===== config.mk =====
export PLATFORM = sky130hd
export DESIGN_NAME = multitrack_stereo_mixer
export DESIGN_NICKNAME = d
export VERILOG_FILES = /design/src/design/msm_pkg.sv /design/src/design/multitrack_stereo_mixer.sv /design/src/design/msm_front.sv /design/src/design/msm_fifo.sv /design/src/design/msm_back.sv
export SDC_FILE = /design/constraint.sdc
export NUM_CORES = 2
export LEC_CHECK = 0
export ABC_CLOCK_PERIOD_IN_PS = 7600
export BUFFER_PORTS_ARGS = -buffer_cell sky130_fd_sc_hd__buf_2
export CAP_MARGIN = 20
export CORE_ASPECT_RATIO = 0.6
export CORE_UTILIZATION = 39
export CTS_CLUSTER_DIAMETER = 50
export DETAILED_ROUTE_END_ITERATION = 16
export SYNTH_ARGS = -nofsm -noshare
export SYNTH_HDL_FRONTEND = slang
export SYNTH_SLANG_ARGS = --single-unit

===== constraint.sdc =====
create_clock -name clk -period 7.6 [get_ports clk]
set_input_delay 1.52 -clock clk [delete_from_list [all_inputs] [get_ports clk]]
set_output_delay 1.52 -clock clk [all_outputs]
set_load 0.01 [all_outputs]

===== src/design/msm_pkg.sv =====
// Shared types, constants and saturation helpers for the multitrack stereo mixer.
// No dependencies; every design file imports this package.
package msm_pkg;

    localparam int TRACK_COUNT   = 8;
    localparam int TRACK_BITS    = 3;
    localparam int SAMPLE_BITS   = 16;
    localparam int ACC_BITS      = SAMPLE_BITS + 4;
    localparam int POS_BITS      = 48;
    localparam int CHAN_BITS     = 2;
    localparam int GAIN_BITS     = 16;
    localparam int GAIN_FRAC     = 14;
    localparam int PROD_BITS     = ACC_BITS + GAIN_BITS + 1;
    localparam int CFG_IDX_BITS  = 3;
    localparam int CFG_DATA_BITS = 16;
    localparam int FIFO_DEPTH    = 4;
    localparam int FIFO_PTR_BITS = 2;
    localparam int FIFO_CNT_BITS = FIFO_PTR_BITS + 1;

    localparam logic [GAIN_BITS-1:0] GAIN_RESET = GAIN_BITS'(16384);
    localparam logic [GAIN_BITS-1:0] GAIN_MAX   = GAIN_BITS'(32768);

    localparam logic [CHAN_BITS-1:0] CH_MONO   = CHAN_BITS'(1);
    localparam logic [CHAN_BITS-1:0] CH_STEREO = CHAN_BITS'(2);

    typedef enum logic [CFG_IDX_BITS-1:0] {
        REG_MASTER_GAIN = 3'd0,
        REG_LOADED_MASK = 3'd1,
        REG_SOLO_MASK   = 3'd2,
        REG_MUTE_MASK   = 3'd3
    } cfg_reg_t;

    typedef struct packed {
        logic [TRACK_BITS-1:0]         track_number;
        logic [POS_BITS-1:0]           timeline_position;
        logic [POS_BITS-1:0]           start_sample;
        logic [CHAN_BITS-1:0]          channel_count;
        logic signed [SAMPLE_BITS-1:0] left_sample;
        logic signed [SAMPLE_BITS-1:0] right_sample;
        logic                          frame_end;
    } msm_in_t;

    typedef struct packed {
        logic signed [SAMPLE_BITS-1:0] left_out;
        logic signed [SAMPLE_BITS-1:0] right_out;
    } msm_out_t;

    // classified item: contribution already resolved (zero when skipped)
    typedef struct packed {
        logic signed [SAMPLE_BITS-1:0] left_add;
        logic signed [SAMPLE_BITS-1:0] right_add;
        logic                          frame_end;
    } msm_op_t;

    function automatic logic signed [ACC_BITS-1:0] sat_acc(
        input logic signed [ACC_BITS:0] v
    );
        logic signed [ACC_BITS-1:0] r;
        if (v[ACC_BITS] == v[ACC_BITS-1])
            r = v[ACC_BITS-1:0];
        else if (v[ACC_BITS])
            r = {1'b1, {(ACC_BITS-1){1'b0}}};
        else
            r = {1'b0, {(ACC_BITS-1){1'b1}}};
        return r;
    endfunction

    // floor shift by the gain fraction, then saturate to a sample
    function automatic logic signed [SAMPLE_BITS-1:0] scale_sat(
        input logic signed [PROD_BITS-1:0] p
    );
        logic signed [PROD_BITS-1:0]   s;
        logic signed [SAMPLE_BITS-1:0] r;
        s = p >>> GAIN_FRAC;
        if ((&s[PROD_BITS-1:SAMPLE_BITS-1]) || !(|s[PROD_BITS-1:SAMPLE_BITS-1]))
            r = s[SAMPLE_BITS-1:0];
        else if (s[PROD_BITS-1])
            r = {1'b1, {(SAMPLE_BITS-1){1'b0}}};
        else
            r = {1'b0, {(SAMPLE_BITS-1){1'b1}}};
        return r;
    endfunction

endpackage


===== src/design/multitrack_stereo_mixer.sv =====
// Top level of the multitrack stereo mixer: front end, op queue and back end.
// Depends on msm_pkg, msm_front, msm_fifo and msm_back.
//
//  channel   handshake            payload
//  cfg       cfg_we               cfg_index, cfg_data
//  in        in_valid / in_stall  in_data (msm_in_t)
//  out       out_valid/ out_stall out_data (msm_out_t)
//
// One item per cycle sustained while out_stall is low; a frame's result passes
// through the queue, then the accumulate, multiply and saturate registers.
// Reset clears the sums, the queue and all valids; gain resets to 1.0.
// An output stall fills the three result registers, then the 4-entry queue,
// before in_stall rises.
module multitrack_stereo_mixer (
    input  logic                              clk,
    input  logic                              rst_n,
    input  logic                              cfg_we,
    input  logic [msm_pkg::CFG_IDX_BITS-1:0]  cfg_index,
    input  logic [msm_pkg::CFG_DATA_BITS-1:0] cfg_data,
    input  logic                              in_valid,
    output logic                              in_stall,
    input  msm_pkg::msm_in_t                  in_data,
    output logic                              out_valid,
    input  logic                              out_stall,
    output msm_pkg::msm_out_t                 out_data
);
    import msm_pkg::*;

    logic                 push;
    msm_op_t              push_op;
    logic                 full;
    logic                 pop;
    logic                 not_empty;
    msm_op_t              pop_op;
    logic [GAIN_BITS-1:0] gain;

    msm_front u_front (
        .clk       (clk),
        .rst_n     (rst_n),
        .cfg_we    (cfg_we),
        .cfg_index (cfg_index),
        .cfg_data  (cfg_data),
        .in_valid  (in_valid),
        .in_stall  (in_stall),
        .in_data   (in_data),
        .push      (push),
        .push_op   (push_op),
        .full      (full),
        .gain      (gain)
    );

    msm_fifo u_fifo (
        .clk       (clk),
        .rst_n     (rst_n),
        .push      (push),
        .push_op   (push_op),
        .full      (full),
        .pop       (pop),
        .not_empty (not_empty),
        .pop_op    (pop_op)
    );

    msm_back u_back (
        .clk       (clk),
        .rst_n     (rst_n),
        .not_empty (not_empty),
        .pop_op    (pop_op),
        .pop       (pop),
        .gain      (gain),
        .out_valid (out_valid),
        .out_stall (out_stall),
        .out_data  (out_data)
    );

endmodule


===== src/design/msm_front.sv =====
// Front end: configuration registers and per-item classification into queue ops.
// Depends on msm_pkg.
module msm_front (
    input  logic                             clk,
    input  logic                             rst_n,
    input  logic                             cfg_we,
    input  logic [msm_pkg::CFG_IDX_BITS-1:0] cfg_index,
    input  logic [msm_pkg::CFG_DATA_BITS-1:0] cfg_data,
    input  logic                             in_valid,
    output logic                             in_stall,
    input  msm_pkg::msm_in_t                 in_data,
    output logic                             push,
    output msm_pkg::msm_op_t                 push_op,
    input  logic                             full,
    output logic [msm_pkg::GAIN_BITS-1:0]    gain
);
    import msm_pkg::*;

    logic [GAIN_BITS-1:0]   master_gain_reg, master_gain_next;
    logic [TRACK_COUNT-1:0] loaded_mask_reg, loaded_mask_next;
    logic [TRACK_COUNT-1:0] solo_mask_reg, solo_mask_next;
    logic [TRACK_COUNT-1:0] mute_mask_reg, mute_mask_next;

    logic track_ok;
    logic any_solo;
    logic chans_ok;
    logic mono;
    logic on;

    always_comb
    begin
        master_gain_next = master_gain_reg;
        loaded_mask_next = loaded_mask_reg;
        solo_mask_next   = solo_mask_reg;
        mute_mask_next   = mute_mask_reg;
        if (cfg_we)
        begin
            case (cfg_index)
                REG_MASTER_GAIN: master_gain_next = cfg_data[GAIN_BITS-1:0];
                REG_LOADED_MASK: loaded_mask_next = cfg_data[TRACK_COUNT-1:0];
                REG_SOLO_MASK:   solo_mask_next   = cfg_data[TRACK_COUNT-1:0];
                REG_MUTE_MASK:   mute_mask_next   = cfg_data[TRACK_COUNT-1:0];
                default:         ;
            endcase
        end
    end

    always_ff @(posedge clk or negedge rst_n)
    begin
        if (!rst_n)
        begin
            master_gain_reg <= GAIN_RESET;
            loaded_mask_reg <= '0;
            solo_mask_reg   <= '0;
            mute_mask_reg   <= '0;
        end
        else
        begin
            master_gain_reg <= master_gain_next;
            loaded_mask_reg <= loaded_mask_next;
            solo_mask_reg   <= solo_mask_next;
            mute_mask_reg   <= mute_mask_next;
        end
    end

    assign gain = (master_gain_reg > GAIN_MAX) ? GAIN_MAX : master_gain_reg;

    always_comb
    begin
        track_ok = int'(in_data.track_number) < TRACK_COUNT;
        any_solo = |solo_mask_reg;
        mono     = in_data.channel_count == CH_MONO;
        chans_ok = mono || (in_data.channel_count == CH_STEREO);
        on       = track_ok
                   && loaded_mask_reg[in_data.track_number]
                   && (!any_solo || solo_mask_reg[in_data.track_number])
                   && !mute_mask_reg[in_data.track_number]
                   && (in_data.timeline_position >= in_data.start_sample)
                   && chans_ok;
        push_op.left_add  = on ? in_data.left_sample : '0;
        push_op.right_add = on ? (mono ? in_data.left_sample : in_data.right_sample) : '0;
        push_op.frame_end = in_data.frame_end;
    end

    assign in_stall = full;
    assign push     = in_valid && !full;

endmodule


===== src/design/msm_fifo.sv =====
// Short queue of classified ops between the front end and the mixing back end.
// Depends on msm_pkg.
module msm_fifo (
    input  logic             clk,
    input  logic             rst_n,
    input  logic             push,
    input  msm_pkg::msm_op_t push_op,
    output logic             full,
    input  logic             pop,
    output logic             not_empty,
    output msm_pkg::msm_op_t pop_op
);
    import msm_pkg::*;

    msm_op_t                  mem [FIFO_DEPTH];
    logic [FIFO_PTR_BITS-1:0] wr_ptr_reg, wr_ptr_next;
    logic [FIFO_PTR_BITS-1:0] rd_ptr_reg, rd_ptr_next;
    logic [FIFO_CNT_BITS-1:0] count_reg, count_next;

    always_comb
    begin
        wr_ptr_next = push ? wr_ptr_reg + 1'b1 : wr_ptr_reg;
        rd_ptr_next = pop ? rd_ptr_reg + 1'b1 : rd_ptr_reg;
        count_next  = count_reg;
        if (push && !pop)
            count_next = count_reg + 1'b1;
        else if (pop && !push)
            count_next = count_reg - 1'b1;
    end

    always_ff @(posedge clk or negedge rst_n)
    begin
        if (!rst_n)
        begin
            wr_ptr_reg <= '0;
            rd_ptr_reg <= '0;
            count_reg  <= '0;
        end
        else
        begin
            wr_ptr_reg <= wr_ptr_next;
            rd_ptr_reg <= rd_ptr_next;
            count_reg  <= count_next;
        end
    end

    always_ff @(posedge clk)
    begin
        if (push)
            mem[wr_ptr_reg] <= push_op;
    end

    assign full      = count_reg == FIFO_CNT_BITS'(FIFO_DEPTH);
    assign not_empty = count_reg != '0;
    assign pop_op    = mem[rd_ptr_reg];

    a_count_bound: assert property (@(posedge clk) disable iff (!rst_n)
        count_reg <= FIFO_CNT_BITS'(FIFO_DEPTH))
        else $error("queue count beyond depth");

endmodule


===== src/design/msm_back.sv =====
// Back end: saturating accumulation, master gain multiply, floor and saturate.
// Depends on msm_pkg.
module msm_back (
    input  logic                          clk,
    input  logic                          rst_n,
    input  logic                          not_empty,
    input  msm_pkg::msm_op_t              pop_op,
    output logic                          pop,
    input  logic [msm_pkg::GAIN_BITS-1:0] gain,
    output logic                          out_valid,
    input  logic                          out_stall,
    output msm_pkg::msm_out_t             out_data
);
    import msm_pkg::*;

    logic signed [ACC_BITS-1:0]  left_sum_reg, left_sum_next;
    logic signed [ACC_BITS-1:0]  right_sum_reg, right_sum_next;
    logic signed [ACC_BITS-1:0]  left_tot, right_tot;

    logic                        mul_valid_reg, mul_valid_next;
    logic signed [ACC_BITS-1:0]  mul_l_reg, mul_r_reg;
    logic                        prod_valid_reg, prod_valid_next;
    logic signed [PROD_BITS-1:0] prod_l_reg, prod_r_reg;
    logic                        out_valid_reg, out_valid_next;
    msm_out_t                    out_data_reg;

    logic out_ready;
    logic prod_ready;
    logic mul_ready;
    logic signed [GAIN_BITS:0] gain_s;

    assign out_ready  = !out_valid_reg || !out_stall;
    assign prod_ready = !prod_valid_reg || out_ready;
    assign mul_ready  = !mul_valid_reg || prod_ready;
    assign pop        = not_empty && mul_ready;
    assign gain_s     = $signed({1'b0, gain});

    always_comb
    begin
        left_tot  = sat_acc((ACC_BITS+1)'(left_sum_reg) + (ACC_BITS+1)'(pop_op.left_add));
        right_tot = sat_acc((ACC_BITS+1)'(right_sum_reg) + (ACC_BITS+1)'(pop_op.right_add));
        left_sum_next  = left_sum_reg;
        right_sum_next = right_sum_reg;
        if (pop)
        begin
            left_sum_next  = pop_op.frame_end ? '0 : left_tot;
            right_sum_next = pop_op.frame_end ? '0 : right_tot;
        end
        mul_valid_next  = pop ? pop_op.frame_end : (mul_valid_reg && !prod_ready);
        prod_valid_next = prod_ready ? mul_valid_reg : prod_valid_reg;
        out_valid_next  = out_ready ? prod_valid_reg : out_valid_reg;
    end

    always_ff @(posedge clk or negedge rst_n)
    begin
        if (!rst_n)
        begin
            left_sum_reg   <= '0;
            right_sum_reg  <= '0;
            mul_valid_reg  <= 1'b0;
            prod_valid_reg <= 1'b0;
            out_valid_reg  <= 1'b0;
        end
        else
        begin
            left_sum_reg   <= left_sum_next;
            right_sum_reg  <= right_sum_next;
            mul_valid_reg  <= mul_valid_next;
            prod_valid_reg <= prod_valid_next;
            out_valid_reg  <= out_valid_next;
        end
    end

    always_ff @(posedge clk)
    begin
        if (pop && pop_op.frame_end)
        begin
            mul_l_reg <= left_tot;
            mul_r_reg <= right_tot;
        end
        if (prod_ready && mul_valid_reg)
        begin
            prod_l_reg <= PROD_BITS'(mul_l_reg) * PROD_BITS'(gain_s);
            prod_r_reg <= PROD_BITS'(mul_r_reg) * PROD_BITS'(gain_s);
        end
        if (out_ready && prod_valid_reg)
        begin
            out_data_reg.left_out  <= scale_sat(prod_l_reg);
            out_data_reg.right_out <= scale_sat(prod_r_reg);
        end
    end

    assign out_valid = out_valid_reg;
    assign out_data  = out_data_reg;

    a_frame_clears: assert property (@(posedge clk) disable iff (!rst_n)
        (pop && pop_op.frame_end) |=> (left_sum_reg == '0 && right_sum_reg == '0))
        else $error("accumulators not cleared after frame end");

    a_mul_held: assert property (@(posedge clk) disable iff (!rst_n)
        (mul_valid_reg && !prod_ready) |=> (mul_valid_reg && $stable(mul_l_reg)))
        else $error("multiplier input lost while stalled");

    a_out_from_prod: assert property (@(posedge clk) disable iff (!rst_n)
        $rose(out_valid_reg) |-> $past(prod_valid_reg))
        else $error("result appeared without a product");

endmodule


==> impl_metrics.sql <==
INSERT INTO impl_metrics (metric_group, metric, value, unit) VALUES
('clocking', 'clock_insertion_delay_worst_skew', '0.61', 'ns'),
('synth', 'synth_area_leader_cell', 'sky130_fd_sc_hd__fa_1', ''),
('clocking', 'clock-root-buffer', 'sky130_fd_sc_hd__clkbuf_16', ''),
('clocking', 'tritoncts.num_buffers', '40', ''),
('die', 'fp.dieW', '411', 'um'),
('synth', 'yosys.cell_types.count', '81', ''),
('synth', 'ys_ff_latch', '340', ''),
('grt', 'grt_pass1_vias', '27200', ''),
('critical_path', 'kind_of_capture_point_of_the_worst_setup_path', 'flip-flop', ''),
('timing', 'max_freq', '139', 'MHz'),
('synth', 'dominantRegCellSynth', 'sky130_fd_sc_hd__edfxtp_1', ''),
('grt', 'number_of_antenna_violations_at_the_first_check_in_global_routing', '4', ''),
('timing', 'finalCritPeriodShare', '94.5', '%'),
('flow_run', 'cap_violations', '0', ''),
('final_layout', 'design.final.nets', '4996', ''),
('routing', 'drt-initial-drc-count', '1858', ''),
('synth', 'synth-seq-area-share', '24.9', '%'),
('routing', 'drt-wirelength-per-cell', '18.7', 'um'),
('die', 'core_region_area', '99000', 'um2'),
('final_layout', 'nFillCells', '9325', ''),
('synth', 'synthesis.nets', '4836', ''),
('critical_path', 'crit_required', '7.95', 'ns'),
('final_layout', 'syn2layout_area_growth', '10.9', '%'),
('routing', 'met1_routed_wirelength_after_detailed_routing', '49.5', 'mm'),
('routing', 'dr_total_vias', '25900', ''),
('placement', 'dp_hpwl', '77.7', 'mm'),
('timing', 'min_tclk_post_route', '7.18', 'ns'),
('grt', 'grt_pass1_wl', '157', 'mm'),
('timing', 'grt_setup_unrepaired', 'yes', ''),
('clocking', 'tritoncts', 'built', ''),
('timing', 'drv_slew', '0', ''),
('final_layout', 'largest_reg_flops', '132', ''),
('clocking', 'cts.sink_count', '340', ''),
('synth', 'synth_edf_count', '250', ''),
('placement', 'gpl.final_weighted_congestion', '0.885', ''),
('die', 'row_count', '89', ''),
('timing', 'setup_viol', '0', ''),
('synth', 'post_synth.cell_area_avg', '10.4', 'um2'),
('clocking', 'clk_pin_slew_worst_paths', '0.06', 'ns'),
('timing', 'fin_skew', '0.0553', 'ns'),
('placement', 'post-place-cells', '5190', ''),
('timing', 'relSlewSlack', '26.4', '%'),
('synth', 'synth_area_leaders', 'sky130_fd_sc_hd__fa_1, sky130_fd_sc_hd__edfxtp_1, sky130_fd_sc_hd__ha_1, sky130_fd_sc_hd__inv_1, sky130_fd_sc_hd__dfrtp_1', ''),
('critical_path', 'critical_path.startpoint_type', 'flip-flop', ''),
('timing', 'final_hold_viol_count', '0', ''),
('timing', 'worst-slew-pin-transition', '1.10', 'ns'),
('synth', 'synthArstFlopShare', '26.5', '%'),
('die', 'floorplan.initialDensity', '39.6', '%'),
('synth', 'synthesis.yosys.warnings', '0', ''),
('grt', 'globalRoute.totalOverflow', '0', ''),
('synth', 'netlist_area', '39200', 'um2'),
('final_layout', 'final_layout_size_suffix_gt1_share', '11.4', '%'),
('critical_path', 'critical_setup_path_kind', 'reg -> reg', ''),
('clocking', 'clock_path_buffers', '3', ''),
('routing', 'ant_nets', '0', ''),
('grt', 'grt_start_max_net_pins', '74', ''),
('clocking', 'cts_hold_buf', '0', ''),
('routing', 'dr.pass1.iters', '5', ''),
('routing', 'route.detailed.drc', '0', ''),
('routing', 'routed.top_layer', 'met4', ''),
('routing', 'met2WireLength', '39.0', 'mm'),
('grt', 'grt_use_total', '19.8', '%'),
('placement', 'buffer_ports.inserted', '191', ''),
('synth', 'netlist_instances', '3759', ''),
('die', 'dieHeight', '248', 'um'),
('final_layout', 'fin_cells', '5271', ''),
('synth', 'synth_top_area_share', '32.7', '%'),
('clocking', 'htreeDepth', '2', ''),
('worst_hold_path', 'holdCritPathClass', 'reg -> reg', ''),
('routing', 'postRouteWirelength', '98.3', 'mm'),
('die', 'boundaryPins', '192', ''),
('routing', 'routed_length_on_met3', '8.40', 'mm'),
('routing', 'viasPerCell', '4.90', ''),
('die', 'die_area', '102000', 'um2'),
('critical_path', 'critical_path_fanouts_max', '20', ''),
('status', 'run_status', 'finished, final reports clean', ''),
('critical_path', 'critical_path_arrival', '7.53', 'ns');
## worst max-delay path: stages (launching register included)
cell,delay [ns]
sky130_fd_sc_hd__dfstp_2,0.55
sky130_fd_sc_hd__nor4_2,0.04
sky130_fd_sc_hd__a41oi_1,0.20
sky130_fd_sc_hd__buf_4,0.23
sky130_fd_sc_hd__nor2b_4,0.07
sky130_fd_sc_hd__buf_12,0.15
sky130_fd_sc_hd__and2_1,0.19
sky130_fd_sc_hd__fa_1,0.53
sky130_fd_sc_hd__inv_1,0.05
sky130_fd_sc_hd__fa_1,0.46
sky130_fd_sc_hd__fa_1,0.46
sky130_fd_sc_hd__inv_1,0.10
sky130_fd_sc_hd__fa_1,0.50
sky130_fd_sc_hd__fa_1,0.64
sky130_fd_sc_hd__inv_1,0.07
sky130_fd_sc_hd__fa_1,0.47
sky130_fd_sc_hd__inv_1,0.04
sky130_fd_sc_hd__ha_1,0.33
sky130_fd_sc_hd__a21oi_1,0.14
sky130_fd_sc_hd__o21ai_1,0.16
sky130_fd_sc_hd__a211oi_1,0.23
sky130_fd_sc_hd__nor3_1,0.09
sky130_fd_sc_hd__a32o_1,0.27
sky130_fd_sc_hd__o41a_1,0.38
sky130_fd_sc_hd__a41oi_2,0.25
sky130_fd_sc_hd__mux2i_1,0.23
sky130_fd_sc_hd__nand4_1,0.10
## cells in the mapped netlist (37+ instances only)
cell / instances
sky130_fd_sc_hd__inv_1: 825
sky130_fd_sc_hd__fa_1: 641
sky130_fd_sc_hd__nand2_1: 404
sky130_fd_sc_hd__and2_1: 336
sky130_fd_sc_hd__ha_1: 278
sky130_fd_sc_hd__edfxtp_1: 250
sky130_fd_sc_hd__clkbuf_1: 137
sky130_fd_sc_hd__nor2_1: 102
sky130_fd_sc_hd__dfrtp_1: 89
sky130_fd_sc_hd__a21oi_1: 76
sky130_fd_sc_hd__o21ai_0: 76
sky130_fd_sc_hd__a21o_1: 65
sky130_fd_sc_hd__xnor2_1: 58
sky130_fd_sc_hd__xor2_1: 37
## metal layers
metal  track usage [%]  vias to the layer above
li1                  -                    12000
met1              30.8                    13100
met2              27.5                      697
met3              5.57                       81
met4              3.20                        0
met5                 0                        -
## cells in the final DEF (no fill, tap or decap), types with 76 or more instances in the layout
cell type	instances
sky130_fd_sc_hd__dfrtp_1	88
sky130_fd_sc_hd__nand2_1	404
sky130_fd_sc_hd__ha_1	278
sky130_fd_sc_hd__buf_2	190
sky130_fd_sc_hd__edfxtp_1	250
sky130_fd_sc_hd__a21oi_1	76
sky130_fd_sc_hd__inv_1	825
sky130_fd_sc_hd__and2_1	335
sky130_fd_sc_hd__fa_1	641
sky130_fd_sc_hd__nor2_1	101
## logic make-up (layout without fill, tap and decap cells)
group                    Yosys count  in the layout  share of synthesized area [%]
AND/OR/NAND/NOR                  981            981                           12.4
buffers and inverters            972           1164                           9.35
adder cells (fa/ha/maj)          919            919                           41.6
AO/OA/AOI/OAI                    360            360                           6.16
flip-flops                       340            340                           24.9
XOR/XNOR                          95             95                           2.12
multiplexers                      92             92                           3.51
other                              0              1                              0
## layout make-up
type,instances,area [um2],share of cell area [%]
Tap cell,1319,1650,3.79
Clock inverter,24,277,0.635
Multi-Input combinational cell,2447,25900,59.6
Antenna cell,1,2.50,0.00575
Sequential cell,340,9760,22.4
Inverter,826,3100,7.13
Timing Repair Buffer,264,1710,3.93
Clock buffer,50,1070,2.46
## through the flow
stage	TNS [ns]	setup WS (ns)	cell area (um2)	hold WS (ns)	util, %
2_1_floorplan	0	0.627	39200	0.449	-
3_3_place_gp	0	0.274	42000	0.466	42.5
3_5_place_dp	0	0.240	42000	0.480	42.5
4_1_cts	0	0.221	43400	0.493	43.8
5_1_grt	-0.0192	-0.0144	43500	0.514	44.0
6_report	0	0.416	43500	0.494	44.0
## final timing paths
kind	slack, ns	end	cells after the start	from
max	0.42	u_back.prod_l_reg[36]$_DFFE_PP_	26	u_front.master_gain_reg[14]$_DFFE_PN1P_
min	0.49	u_back.prod_valid_reg$_DFFE_PN0P_	1	u_back.mul_valid_reg$_DFF_PN0_
max reg2reg	0.42	u_back.prod_l_reg[36]$_DFFE_PP_	26	u_front.master_gain_reg[14]$_DFFE_PN1P_
min reg2reg	0.49	u_back.prod_valid_reg$_DFFE_PN0P_	1	u_back.mul_valid_reg$_DFF_PN0_
max in group asynchronous	5.45	u_front.mute_mask_reg[3]$_DFFE_PN0P_	2	rst_n
min in group asynchronous	0.79	u_back.left_sum_reg[19]$_DFFE_PN0P_	1	rst_n
## timing repair
action                     in CTS  in global routing
setup endpoints to repair       0                 11
buffers inserted                0                  3
resized for setup               0                  9
Power is not shown: default switching activity piles up to over one toggle a cycle in this logic, so the estimate is an artifact.
